==> src/hdl/rclfr_pkg.sv <==
// ---------------------------------------------------------------------------
// rclfr_pkg
// Shared types and constants for the RC link frame receiver.
// ---------------------------------------------------------------------------
package rclfr_pkg;

    // frame format
    localparam int CHANNEL_COUNT   = 16;
    localparam int MAX_FRAME_BYTES = 64;
    localparam int PAYLOAD_BYTES   = 22;
    localparam int CHANNEL_BITS    = 11;

    localparam logic [7:0] CRC_POLY  = 8'hD5;
    localparam logic [7:0] RC_TYPE   = 8'h16;
    localparam logic [7:0] RC_LENGTH = 8'd24;
    localparam logic [7:0] LEN_MIN   = 8'd2;
    localparam logic [7:0] LEN_MAX   = 8'd62;

    localparam logic [7:0] SYNC_ZERO = 8'h00;
    localparam logic [7:0] SYNC_C8   = 8'hC8;
    localparam logic [7:0] SYNC_EA   = 8'hEA;
    localparam logic [7:0] SYNC_EC   = 8'hEC;
    localparam logic [7:0] SYNC_EE   = 8'hEE;

    // derived widths
    localparam int ADDR_W = $clog2(PAYLOAD_BYTES);
    localparam int ACC_W  = CHANNEL_BITS + 7;
    localparam int NBIT_W = $clog2(ACC_W + 1);

    // parser sequencer states
    typedef enum logic [1:0] {
        ST_IDLE,
        ST_CRC,
        ST_EMIT
    } t_state;

    // command to the serial crc unit
    typedef struct packed {
        logic       start;
        logic       init;
        logic [7:0] data;
    } t_crc_cmd;

    // payload store write port
    typedef struct packed {
        logic              we;
        logic [ADDR_W-1:0] addr;
        logic [7:0]        data;
    } t_store_wr;

    // true for any of the accepted sync bytes
    function automatic logic is_sync(input logic [7:0] b);
        return (b == SYNC_ZERO) || (b == SYNC_C8) || (b == SYNC_EA) ||
               (b == SYNC_EC) || (b == SYNC_EE);
    endfunction

endpackage

==> src/hdl/rclfr_if.sv <==
// ---------------------------------------------------------------------------
// rclfr_if
// Valid/ready channels for received bytes and unpacked channel results.
// ---------------------------------------------------------------------------
interface rclfr_in_if;
    logic       valid;
    logic       ready;
    logic [7:0] rx_byte;
    logic       byte_present;
    logic       line_error;

    modport source (output valid, output rx_byte, output byte_present,
                    output line_error, input ready);
    modport sink   (input valid, input rx_byte, input byte_present,
                    input line_error, output ready);
endinterface

interface rclfr_out_if;
    logic        valid;
    logic        ready;
    logic [3:0]  channel_index;
    logic [10:0] channel_value;
    logic        last_channel;

    modport source (output valid, output channel_index, output channel_value,
                    output last_channel, input ready);
    modport sink   (input valid, input channel_index, input channel_value,
                    input last_channel, output ready);
endinterface

==> src/hdl/rc_link_frame_receiver.sv <==
// ---------------------------------------------------------------------------
// rc_link_frame_receiver
// Byte-serial link frame parser: sync hunt, length check, CRC-8 check and
// unpacking of sixteen 11-bit RC channels from valid channel frames.
// ---------------------------------------------------------------------------
//  channel | dir | handshake      | payload
//  i_in    | in  | valid / ready  | rx_byte, byte_present, line_error
//  o_out   | out | valid / ready  | channel_index, channel_value, last_channel
//
//  a type or payload byte: accept, 8 steps of the serial crc, back to idle
//  sync and length bytes and empty transactions leave i_in ready; a crc byte
//  does too unless it starts the unpacker
//  a channel frame with a good crc is then unpacked (22 store reads, 16
//  results, back to idle); the unpacker waits while o_out is held off
//  i_rst_n synchronous active low; the payload store needs no clearing
//  i_in.ready is low while the crc unit or the unpacker is busy
module rc_link_frame_receiver (
    input  logic        i_clk,
    input  logic        i_rst_n,
    rclfr_in_if.sink    i_in,
    rclfr_out_if.source o_out
);
    import rclfr_pkg::*;

    t_state    r_state, n_state;
    logic [6:0] r_pos, n_pos;
    logic [6:0] r_exp, n_exp;
    logic [7:0] r_type, n_type;

    t_crc_cmd  crc_cmd;
    t_store_wr store_wr;
    logic      unp_start;
    logic      crc_busy;
    logic      unp_busy;
    logic [7:0] crc_val;
    logic      accept;
    logic      in_ready;

    logic [7:0] b;
    logic [8:0] total;
    logic [6:0] pos_inc;
    logic [6:0] pay_idx;

    assign accept = i_in.valid && in_ready;
    assign b      = i_in.rx_byte;
    assign total  = {1'b0, b} + 9'd2;
    assign pos_inc = r_pos + 7'd1;
    assign pay_idx = r_pos - 7'd3;

    // parser decode of one transaction
    always_comb begin
        n_pos     = r_pos;
        n_exp     = r_exp;
        n_type    = r_type;
        crc_cmd   = '0;
        store_wr  = '0;
        unp_start = 1'b0;
        if (accept && i_in.byte_present) begin
            if (r_pos == 7'd0) begin
                if (is_sync(b)) begin
                    n_pos = 7'd1;
                end
            end else if (r_pos == 7'd1) begin
                if (b < LEN_MIN || b > LEN_MAX) begin
                    n_pos = is_sync(b) ? 7'd1 : 7'd0;
                    n_exp = '0;
                end else begin
                    n_exp = total[6:0];
                    n_pos = 7'd2;
                    if (total > 9'(MAX_FRAME_BYTES)) begin
                        n_pos = '0;
                        n_exp = '0;
                    end
                end
            end else if ({1'b0, r_pos} + 8'd1 == {1'b0, r_exp}) begin
                // crc byte: judge the frame
                unp_start = (b == crc_val) && (r_type == RC_TYPE) &&
                            ({1'b0, r_exp} == RC_LENGTH + 8'd2);
                n_pos = '0;
                n_exp = '0;
            end else begin
                crc_cmd.start = 1'b1;
                crc_cmd.data  = b;
                if (r_pos == 7'd2) begin
                    n_type       = b;
                    crc_cmd.init = 1'b1;
                end else if (pay_idx < 7'(PAYLOAD_BYTES)) begin
                    store_wr.we   = 1'b1;
                    store_wr.addr = pay_idx[ADDR_W-1:0];
                    store_wr.data = b;
                end
                n_pos = pos_inc;
                if (pos_inc >= 7'(MAX_FRAME_BYTES) || pos_inc == 7'd0) begin
                    n_pos = '0;
                    n_exp = '0;
                end
            end
        end
        // line error resets the parser after the byte
        if (accept && i_in.line_error) begin
            n_pos = '0;
            n_exp = '0;
        end
    end

    // sequencer next state
    always_comb begin
        n_state = r_state;
        case (r_state)
            ST_IDLE: begin
                if (unp_start) begin
                    n_state = ST_EMIT;
                end else if (crc_cmd.start) begin
                    n_state = ST_CRC;
                end
            end
            ST_CRC: begin
                if (!crc_busy) begin
                    n_state = ST_IDLE;
                end
            end
            ST_EMIT: begin
                if (!unp_busy) begin
                    n_state = ST_IDLE;
                end
            end
            default: n_state = ST_IDLE;
        endcase
    end

    // sequencer outputs
    always_comb begin
        case (r_state)
            ST_IDLE: in_ready = 1'b1;
            default: in_ready = 1'b0;
        endcase
    end

    assign i_in.ready = in_ready;

    always_ff @(posedge i_clk) begin
        if (!i_rst_n) begin
            r_state <= ST_IDLE;
            r_pos   <= '0;
            r_exp   <= '0;
            r_type  <= '0;
        end else begin
            r_state <= n_state;
            r_pos   <= n_pos;
            r_exp   <= n_exp;
            r_type  <= n_type;
        end
    end

    // serial crc unit
    rclfr_crc8 u_crc (
        .i_clk   (i_clk),
        .i_rst_n (i_rst_n),
        .i_cmd   (crc_cmd),
        .o_busy  (crc_busy),
        .o_crc   (crc_val)
    );

    // payload store and channel unpacker
    rclfr_unpack u_unpack (
        .i_clk   (i_clk),
        .i_rst_n (i_rst_n),
        .i_wr    (store_wr),
        .i_start (unp_start),
        .o_busy  (unp_busy),
        .o_out   (o_out)
    );

    // no new byte while the crc unit or the unpacker is still working
    a_ready_idle: assert property (@(posedge i_clk) disable iff (!i_rst_n)
        i_in.ready |-> (!crc_busy && !unp_busy))
        else $error("input ready while busy");

    // the crc unit runs exactly eight steps per byte
    a_crc_len: assert property (@(posedge i_clk) disable iff (!i_rst_n)
        $rose(crc_busy) |-> ##8 !crc_busy)
        else $error("crc step count wrong");

    // the payload store is never written while it is being unpacked
    a_store_quiet: assert property (@(posedge i_clk) disable iff (!i_rst_n)
        store_wr.we |-> !unp_busy)
        else $error("payload write during unpack");

    // the final channel carries the last index
    a_last_idx: assert property (@(posedge i_clk) disable iff (!i_rst_n)
        (o_out.valid && o_out.last_channel) |->
            (o_out.channel_index == 4'(CHANNEL_COUNT - 1)))
        else $error("last flag on wrong channel");

endmodule

==> src/hdl/rclfr_crc8.sv <==
// ---------------------------------------------------------------------------
// rclfr_crc8
// Bit-serial CRC-8 (poly 0xD5), one shift step per cycle, holds running crc.
// ---------------------------------------------------------------------------
module rclfr_crc8 (
    input  logic                i_clk,
    input  logic                i_rst_n,
    input  rclfr_pkg::t_crc_cmd i_cmd,
    output logic                o_busy,
    output logic [7:0]          o_crc
);
    import rclfr_pkg::*;

    logic       r_busy, n_busy;
    logic [2:0] r_cnt, n_cnt;
    logic [7:0] r_crc, n_crc;

    // load byte, then eight shift steps
    always_comb begin
        n_busy = r_busy;
        n_cnt  = r_cnt;
        n_crc  = r_crc;
        if (i_cmd.start) begin
            n_crc  = (i_cmd.init ? 8'h00 : r_crc) ^ i_cmd.data;
            n_cnt  = '0;
            n_busy = 1'b1;
        end else if (r_busy) begin
            n_crc = r_crc[7] ? ({r_crc[6:0], 1'b0} ^ CRC_POLY) : {r_crc[6:0], 1'b0};
            n_cnt = r_cnt + 3'd1;
            if (r_cnt == 3'd7) begin
                n_busy = 1'b0;
            end
        end
    end

    always_ff @(posedge i_clk) begin
        if (!i_rst_n) begin
            r_busy <= 1'b0;
            r_cnt  <= '0;
            r_crc  <= '0;
        end else begin
            r_busy <= n_busy;
            r_cnt  <= n_cnt;
            r_crc  <= n_crc;
        end
    end

    assign o_busy = r_busy;
    assign o_crc  = r_crc;

endmodule

==> src/hdl/rclfr_unpack.sv <==
// ---------------------------------------------------------------------------
// rclfr_unpack
// Payload store and little-endian 11-bit channel unpacker with output register.
// ---------------------------------------------------------------------------
module rclfr_unpack (
    input  logic                 i_clk,
    input  logic                 i_rst_n,
    input  rclfr_pkg::t_store_wr i_wr,
    input  logic                 i_start,
    output logic                 o_busy,
    rclfr_out_if.source          o_out
);
    import rclfr_pkg::*;

    logic [7:0]        r_mem [PAYLOAD_BYTES];
    logic [7:0]        r_rd_data;
    logic              r_rd_pend, n_rd_pend;
    logic [ADDR_W-1:0] r_rd_addr, n_rd_addr;
    logic [ACC_W-1:0]  r_acc, n_acc;
    logic [NBIT_W-1:0] r_nbits, n_nbits;
    logic [3:0]        r_ch, n_ch;
    logic              r_busy, n_busy;
    logic              r_valid, n_valid;
    logic [3:0]        r_index, n_index;
    logic [10:0]       r_value, n_value;
    logic              r_last, n_last;
    logic              rd_en;
    logic              emit;

    // payload memory, one write and one registered read port
    always_ff @(posedge i_clk) begin
        if (i_wr.we) begin
            r_mem[i_wr.addr] <= i_wr.data;
        end
        if (rd_en) begin
            r_rd_data <= r_mem[r_rd_addr];
        end
    end

    // fetch a byte while under 11 bits are held and no read is pending
    assign rd_en = r_busy && !r_rd_pend && (r_nbits < NBIT_W'(CHANNEL_BITS)) &&
                   (r_rd_addr < ADDR_W'(PAYLOAD_BYTES));
    assign emit  = r_busy && !r_rd_pend && (r_nbits >= NBIT_W'(CHANNEL_BITS)) &&
                   (!r_valid || o_out.ready);

    // bit buffer and output register
    always_comb begin
        n_rd_pend = rd_en;
        n_rd_addr = rd_en ? r_rd_addr + ADDR_W'(1) : r_rd_addr;
        n_acc     = r_acc;
        n_nbits   = r_nbits;
        n_ch      = r_ch;
        n_busy    = r_busy;
        n_valid   = r_valid && !o_out.ready;
        n_index   = r_index;
        n_value   = r_value;
        n_last    = r_last;
        if (i_start) begin
            n_rd_pend = 1'b0;
            n_rd_addr = '0;
            n_acc     = '0;
            n_nbits   = '0;
            n_ch      = '0;
            n_busy    = 1'b1;
        end else if (r_rd_pend) begin
            n_acc   = r_acc | (ACC_W'(r_rd_data) << r_nbits);
            n_nbits = r_nbits + NBIT_W'(8);
        end else if (emit) begin
            n_valid = 1'b1;
            n_index = r_ch;
            n_value = r_acc[CHANNEL_BITS-1:0];
            n_last  = (r_ch == 4'(CHANNEL_COUNT - 1));
            n_acc   = r_acc >> CHANNEL_BITS;
            n_nbits = r_nbits - NBIT_W'(CHANNEL_BITS);
            n_ch    = r_ch + 4'd1;
            if (r_ch == 4'(CHANNEL_COUNT - 1)) begin
                n_busy = 1'b0;
            end
        end
    end

    always_ff @(posedge i_clk) begin
        if (!i_rst_n) begin
            r_rd_pend <= 1'b0;
            r_rd_addr <= '0;
            r_nbits   <= '0;
            r_ch      <= '0;
            r_busy    <= 1'b0;
            r_valid   <= 1'b0;
        end else begin
            r_rd_pend <= n_rd_pend;
            r_rd_addr <= n_rd_addr;
            r_nbits   <= n_nbits;
            r_ch      <= n_ch;
            r_busy    <= n_busy;
            r_valid   <= n_valid;
        end
    end

    always_ff @(posedge i_clk) begin
        r_acc   <= n_acc;
        r_index <= n_index;
        r_value <= n_value;
        r_last  <= n_last;
    end

    assign o_busy              = r_busy;
    assign o_out.valid         = r_valid;
    assign o_out.channel_index = r_index;
    assign o_out.channel_value = r_value;
    assign o_out.last_channel  = r_last;

endmodule

==> src/flat_wrapper.sv <==
// flat-port wrapper written by rule: the top's interface ports become plain ports
module rc_link_frame_receiver_flat import rclfr_pkg::*;
  (i_clk, i_rst_n, i_in_valid, i_in_rx_byte, i_in_byte_present, i_in_line_error, i_in_ready, o_out_valid, o_out_channel_index, o_out_channel_value, o_out_last_channel, o_out_ready);
  rclfr_in_if i_in_i ();
  rclfr_out_if o_out_i ();
  input  logic i_clk;
  input  logic i_rst_n;
  input wire logic [$bits(i_in_i.valid)-1:0] i_in_valid;
  input wire logic [$bits(i_in_i.rx_byte)-1:0] i_in_rx_byte;
  input wire logic [$bits(i_in_i.byte_present)-1:0] i_in_byte_present;
  input wire logic [$bits(i_in_i.line_error)-1:0] i_in_line_error;
  output wire logic [$bits(i_in_i.ready)-1:0] i_in_ready;
  output wire logic [$bits(o_out_i.valid)-1:0] o_out_valid;
  output wire logic [$bits(o_out_i.channel_index)-1:0] o_out_channel_index;
  output wire logic [$bits(o_out_i.channel_value)-1:0] o_out_channel_value;
  output wire logic [$bits(o_out_i.last_channel)-1:0] o_out_last_channel;
  input wire logic [$bits(o_out_i.ready)-1:0] o_out_ready;
  assign i_in_i.valid = i_in_valid;
  assign i_in_i.rx_byte = i_in_rx_byte;
  assign i_in_i.byte_present = i_in_byte_present;
  assign i_in_i.line_error = i_in_line_error;
  assign i_in_ready = i_in_i.ready;
  assign o_out_valid = o_out_i.valid;
  assign o_out_channel_index = o_out_i.channel_index;
  assign o_out_channel_value = o_out_i.channel_value;
  assign o_out_last_channel = o_out_i.last_channel;
  assign o_out_i.ready = o_out_ready;
  rc_link_frame_receiver u_core (.i_clk(i_clk), .i_rst_n(i_rst_n), .i_in(i_in_i), .o_out(o_out_i));
endmodule
==> config.mk <==
export PLATFORM = sky130hd
export DESIGN_NAME = rc_link_frame_receiver_flat
export DESIGN_NICKNAME = d
export VERILOG_FILES = /design/src/hdl/rclfr_pkg.sv /design/src/hdl/rclfr_if.sv /design/src/hdl/rc_link_frame_receiver.sv /design/src/hdl/rclfr_crc8.sv /design/src/hdl/rclfr_unpack.sv /design/src/flat_wrapper.sv
export SDC_FILE = /design/constraint.sdc
export NUM_CORES = 1
export LEC_CHECK = 0
export ABC_AREA = 1
export CORE_UTILIZATION = 31
export DETAILED_ROUTE_END_ITERATION = 10
export DONT_BUFFER_PORTS = 1
export PLACE_DENSITY = 0.54
export SLEW_MARGIN = 20
export SYNTH_ARGS = -nofsm -noshare
export SYNTH_HDL_FRONTEND = slang
export SYNTH_HIERARCHICAL = 1
export SYNTH_SLANG_ARGS = --single-unit
==> constraint.sdc <==
create_clock -name i_clk -period 6.8 [get_ports i_clk]
set_input_delay 0.68 -clock i_clk [delete_from_list [all_inputs] [get_ports i_clk]]
set_output_delay 0.68 -clock i_clk [all_outputs]
set_load 0.1 [all_outputs]
**Yosys cells after proc, flatten, opt, wreduce, memory -nomap -nowiden**

Memory sizes are Yosys's and may differ from the RTL's. A register that Yosys moved wholly into a read port is not among the register bits.
Cells that the tools add are included.

- Input bits: 14
- Logic and storage cells: 158
- Memories kept: 1
- Bits in writable memories: 176
- Register bits after elaboration: 87

- Eq/ne operators: 19
- Reductions and logical operators: 40
- Mux-type cells: 54
- Bitwise logic cells: 9
- Magnitude comparators: 8
- Shift-type cells: 1
- $add $sub $neg: 9

Memories:

| name | depth | bits a word | rd ports | clocked after Yosys merged registers in | wr ports | line | RTL |
|---|---|---|---|---|---|---|---|
| u_core.u_unpack.r_mem | 22 | 8 | 1 | 1 | 1 | rclfr_unpack.sv:15 | `logic [7:0] r_mem [PAYLOAD_BYTES];` |

Operators by type and width:

| cell | count |
|---|---|
| 14-bit 2-to-1 mux | 6 |
| 7-bit 2-to-1 mux | 11 |
| 10-bit 2-to-1 mux | 4 |
| 18-bit 2-to-1 mux | 2 |
| 8-bit == test, second input constant | 4 |
| 8-bit 2-to-1 mux | 4 |
| 1-bit 2-to-1 mux | 19 |
| 18-bit OR | 1 |
| 8-bit by 5-bit << shifter with 18-bit output | 1 |
| 7-bit zero test | 2 |
| 3-bit AND reduction | 4 |
| 1-bit logical AND | 11 |
| 2-bit 2-to-1 mux | 5 |
| 5-bit 2-to-1 mux | 2 |
| 8-bit by 2-bit adder with 9-bit output, second input constant | 1 |
| 9-bit by 7-bit > comparator with 1-bit output, second input constant | 1 |
| 7-bit by 1-bit adder with 8-bit output, second input constant | 1 |
| 8-bit by 5-bit == test with 1-bit output, second input constant | 1 |
| 8-bit by 7-bit == test with 1-bit output | 1 |
| 8-bit == test | 1 |
| 8-bit by 6-bit > comparator with 1-bit output, second input constant | 1 |
| 8-bit zero test | 1 |
| 8-bit by 2-bit less-than comparator with 1-bit output, second input constant | 1 |
| 2-bit inequality test, second input constant | 4 |
| 32 further kinds | 51 |

**Longest topological paths before layout**

- Depth in word-level cells: 10
- Gate-level depth with buffers: 19
- Gate-level depth less buffers: 18

**Hierarchy**

Netlist, hierarchy kept.

By module, submodules not included:

| module | sequential area each (µm²) | area each (µm²) | instances | cells each |
|---|---|---|---|---|
| rclfr_unpack | 6706.4 | 9905.8 | 1 | 936 |
| rc_link_frame_receiver | 480.5 | 1965.6 | 1 | 337 |
| rclfr_crc8 | 240.2 | 738.2 | 1 | 113 |

**Worst setup path before layout**

Ideal clock, no wire load.

- Path kind: register to register
- Start: register u_core.r_state[1]
- End: memory u_core.u_unpack.r_mem[17][0], enable pin
- Arrival: 3.333 ns
- Slack: 3.097 ns
- Clock period less this slack: 3.703 ns
- Stages on the path, launching flop included: 12
- Path buffers: 0
- Path through: dfxtp_1 -> nor2_1 -> nand3_1 -> inv_1 -> o21ai_1 -> inv_2 -> nand3_2 -> nor2_2 -> inv_2 -> nor2_1 -> nand3_1 -> nor2_1

RTL lines:

| what | line | RTL |
|---|---|---|
| start: declaration | rc_link_frame_receiver.sv:25 | `t_state r_state, n_state;` |
| start signal: assignment | rc_link_frame_receiver.sv:148 | `r_state <= n_state;` |
| end: declaration | rclfr_unpack.sv:15 |  |

==> flow_metrics.env <==
export IMPL_fill_cells=4054
export IMPL_clock_fmax_mhz=233
export IMPL_fin_crit_ps=4290
export IMPL_setup_ws_ps=2510
export IMPL_drv_slew=0
export IMPL_cp_arrival_ps=4480
export IMPL_core_area_mm2=0.0399
export IMPL_drt_pass1_iterations=5
export IMPL_dp_hpwl_um=21000
export IMPL_cts_hold_fix_buffers=0
export IMPL_drive_above_1_share_pct=7.95
export IMPL_die_h_um=204
export IMPL_avgSynthCellArea_um2=9.10
export IMPL_post_cts_buffers=0
export IMPL_tns_ps=0
export IMPL_grt_usage_pct=15.1
export IMPL_grt_start_max_net_pins=58
export IMPL_post_route_period_util_pct=63.1
export IMPL_ys_flop_type="edfxtp_1"
export IMPL_async_reset_ff_share_pct=0
export IMPL_portBuffers=0
export IMPL_place_congestion=0.851
export IMPL_cts_resized=0
export IMPL_multiInputGateArea_mm2=0.00446
export IMPL_route_met3_wl_um=1370
export IMPL_finalInstanceArea_mm2=0.0140
export IMPL_slowest_delay_ps=870
export IMPL_syn_to_final_growth_pct=11.1
export IMPL_endpoint_kind="flop"
export IMPL_num_io_pins=32
export IMPL_critPathTopFamily="simple AND/OR/NAND/NOR gates"
export IMPL_cts_tree="yes"
export IMPL_overflow=0
export IMPL_cpMaxStageDelayCell="nor2_2"
export IMPL_wire_per_inst_um=16.0
export IMPL_maxCapViolCount=0
export IMPL_htreeDepth=1
export IMPL_netlist_instances=1386
export IMPL_cellPowerDensity_mw_per_mm2=238
export IMPL_yosysUniqueCellTypes=41
export IMPL_outcome="complete, no violations"
export IMPL_grt_pass1_wl_um=49100
export IMPL_vias=9247
export IMPL_critPathRequiredTime_ps=6990
export IMPL_path_max_fanout=14
export IMPL_cts_max_path_buffers=3
export IMPL_p_leak_nw=4.85
export IMPL_ir_worst_vdd_v=0.000163
export IMPL_wl_met2_um=14900
export IMPL_fp_row_count=73
export IMPL_setup_worst_path_start="u_core/r_state[1]"
export IMPL_finalHoldViolCount=0
export IMPL_clock_sinks=271
export IMPL_routed_wl_um=30700
export IMPL_critPathBufInv=3
export IMPL_fin_skew_ps=15.9
export IMPL_min_from="i_rst_n"
export IMPL_yosysSeqAreaShare_pct=58.9
export IMPL_synth_warnings=6
export IMPL_wl_met1_um=14000
export IMPL_timing_rr_start="u_core/r_state[1]"
export IMPL_grt_pass1_vias=8972
export IMPL_path_clk_slew_ps=60
export IMPL_antenna_left=0
export IMPL_drt_iter0_drc=663
export IMPL_cp_cell_sequence="nor2_2 > nand3_1 > inv_1 > o21ai_1 > inv_2 > nand3_2 > nor2_2 > inv_2 > nor2_1 > nand3_1 > nor2_1"
export IMPL_initial_core_util_pct=31.6
export IMPL_synth_edf_count=200
export IMPL_setup_viol=0
export IMPL_rsz0062_at_grt="no"
export IMPL_grt_antenna_before_repair=0
export IMPL_top_layer="met4"
export IMPL_drc=0
export IMPL_via_per_inst=4.81
export IMPL_regArea_mm2=0.00743
export IMPL_num_antenna_cells=0
export IMPL_clk_latency_ps=570
export IMPL_die_w_um=204
export IMPL_final_core_util_pct=35.1
export IMPL_root_buffer="clkbuf_16"
export IMPL_dp_worst_setup_slack_ps=2550
export IMPL_die_area_mm2=0.0415
export IMPL_cts_buffers=29
export IMPL_nNetsFinal=1400
export IMPL_worst_slew_pin_slew_ps=1130
export IMPL_syn_nets=1411
export IMPL_placed_area_mm2=0.0131
export IMPL_timing_worst_setup_path_type="reg2reg"
export IMPL_syn_area_mm2=0.0126
export IMPL_worst_setup_path_start_kind="flop"
export IMPL_synth_seq_cells=271
export IMPL_hp_class="in2reg"
export IMPL_relSlewSlack_pct=24.9
==> cells by family (layout without fill, tap and decap cells) <==
family	count (synthesis)	after routing	synth area share [%]
AND/OR/NAND/NOR	708	708	23.9
buffers and inverters	170	181	5.95
AO/OA/AOI/OAI	205	205	8.66
flip-flops	271	271	58.9
XOR/XNOR	21	21	1.46
adder cells (fa/ha/maj)	11	11	1.09
==> worst register-to-register path, cell delays in order (launching register included) <==
cell and delay, ps:
dfxtp_1 330, nor2_2 870, nand3_1 220, inv_1 160, o21ai_1 140, inv_2 190
nand3_2 300, nor2_2 300, inv_2 150, nor2_1 190, nand3_1 380, nor2_1 680
==> path summary, 6_finish.rpt <==
kind	slack, ps	to	cells after the start
max	2510	u_core/u_unpack/r_mem[9][7]	11
min	230	u_core/r_type[5]	2
max reg2reg	2510	u_core/u_unpack/r_mem[9][7]	11
min reg2reg	430	u_core/u_unpack/o_out.channel_value[6]	0
==> power by group <==
part	internal (mW)	total (mW)	switching [mW]
clock	0.914	1.56	0.649
sequential	1.75	1.75	0.000686
combinational	0.00696	0.0236	0.0166
==> registers in the layout (all words and copies together) (netlist names) <==
| signal | cells |
|---|---|
| u_core/u_unpack/r_mem | 176 |
| u_core/u_unpack/r_acc | 18 |
| u_core/u_unpack/o_out.channel_value | 11 |
| u_core/r_type | 8 |
| u_core/u_crc/o_crc | 8 |
| u_core/u_unpack/r_rd_data | 8 |
| u_core/r_exp | 7 |
| u_core/r_pos | 7 |
| u_core/u_unpack/r_nbits | 5 |
| u_core/u_unpack/r_rd_addr | 5 |
| u_core/u_unpack/o_out.channel_index | 4 |
| u_core/u_unpack/r_ch | 4 |
| u_core/u_crc/r_cnt | 3 |
| u_core/r_state | 2 |
| u_core/u_crc/o_busy | 1 |
| u_core/u_unpack/o_busy | 1 |
| u_core/u_unpack/o_out.last_channel | 1 |
| u_core/u_unpack/o_out.valid | 1 |
| u_core/u_unpack/r_rd_pend | 1 |
==> cell type report <==
class	instances	share of cell area [%]
clock buffers	34	5.46
clock inverters	19	1.28
inverters	120	3.23
multi-input cells	945	31.9
flip-flops and latches	271	53.1
well taps	525	4.69
repair buffers	8	0.429
==> Yosys cell counts (all sizes together), types with 2 or more instances <==
cell type / instances / area share, %
a211oi: 2 / 0.12
buf: 37 / 2.0
o21bai: 4 / 0.24
ha: 11 / 1.1
nand4: 14 / 0.81
edfxtp: 200 / 48
a31oi: 2 / 0.099
nor2: 247 / 7.6
nand3b: 7 / 0.42
nand3: 127 / 5.4
inv: 115 / 3.4
nand2: 294 / 8.9
a21oi: 64 / 2.6
or2: 5 / 0.25
o21ai: 116 / 4.6
xor2: 14 / 0.97
xnor2: 7 / 0.49
clkbuf: 13 / 0.39
o211ai: 14 / 0.83
dfxtp: 71 / 11
nor3: 12 / 0.52
clkinv: 5 / 0.16
==> layer usage <==
layer | vias to the layer above | global-route usage (%)
met2 | 172 | 25.9
met5 | - | 0
met1 | 4404 | 19.9
met3 | 33 | 2.40
met4 | 0 | 3.63
li1 | 4638 | -
==> through the flow <==
stage	hold slack [ps]	power [mW]	instances
after floorplan	399	1.81	1386
after global placement	413	1.81	1869
after detailed placement	419	1.81	1869
after CTS	202	3.37	1922
after global routing	214	3.44	1922
final	231	3.34	1922
==> placed cells by master, fill, tap and decap left out, types with 11 or more instances in the layout <==
| cell type | n |
|---|---|
| a21oi_1 | 62 |
| clkbuf_16 | 29 |
| dfxtp_1 | 69 |
| edfxtp_1 | 200 |
| ha_1 | 11 |
| inv_1 | 96 |
| inv_2 | 19 |
| nand2_1 | 288 |
| nand3_1 | 122 |
| nand4_1 | 13 |
| nor2_1 | 234 |
| nor2_2 | 11 |
| o211ai_1 | 14 |
| o21ai_0 | 100 |
| o21ai_1 | 16 |
| xor2_1 | 14 |
(Power assumes the default switching activity.)
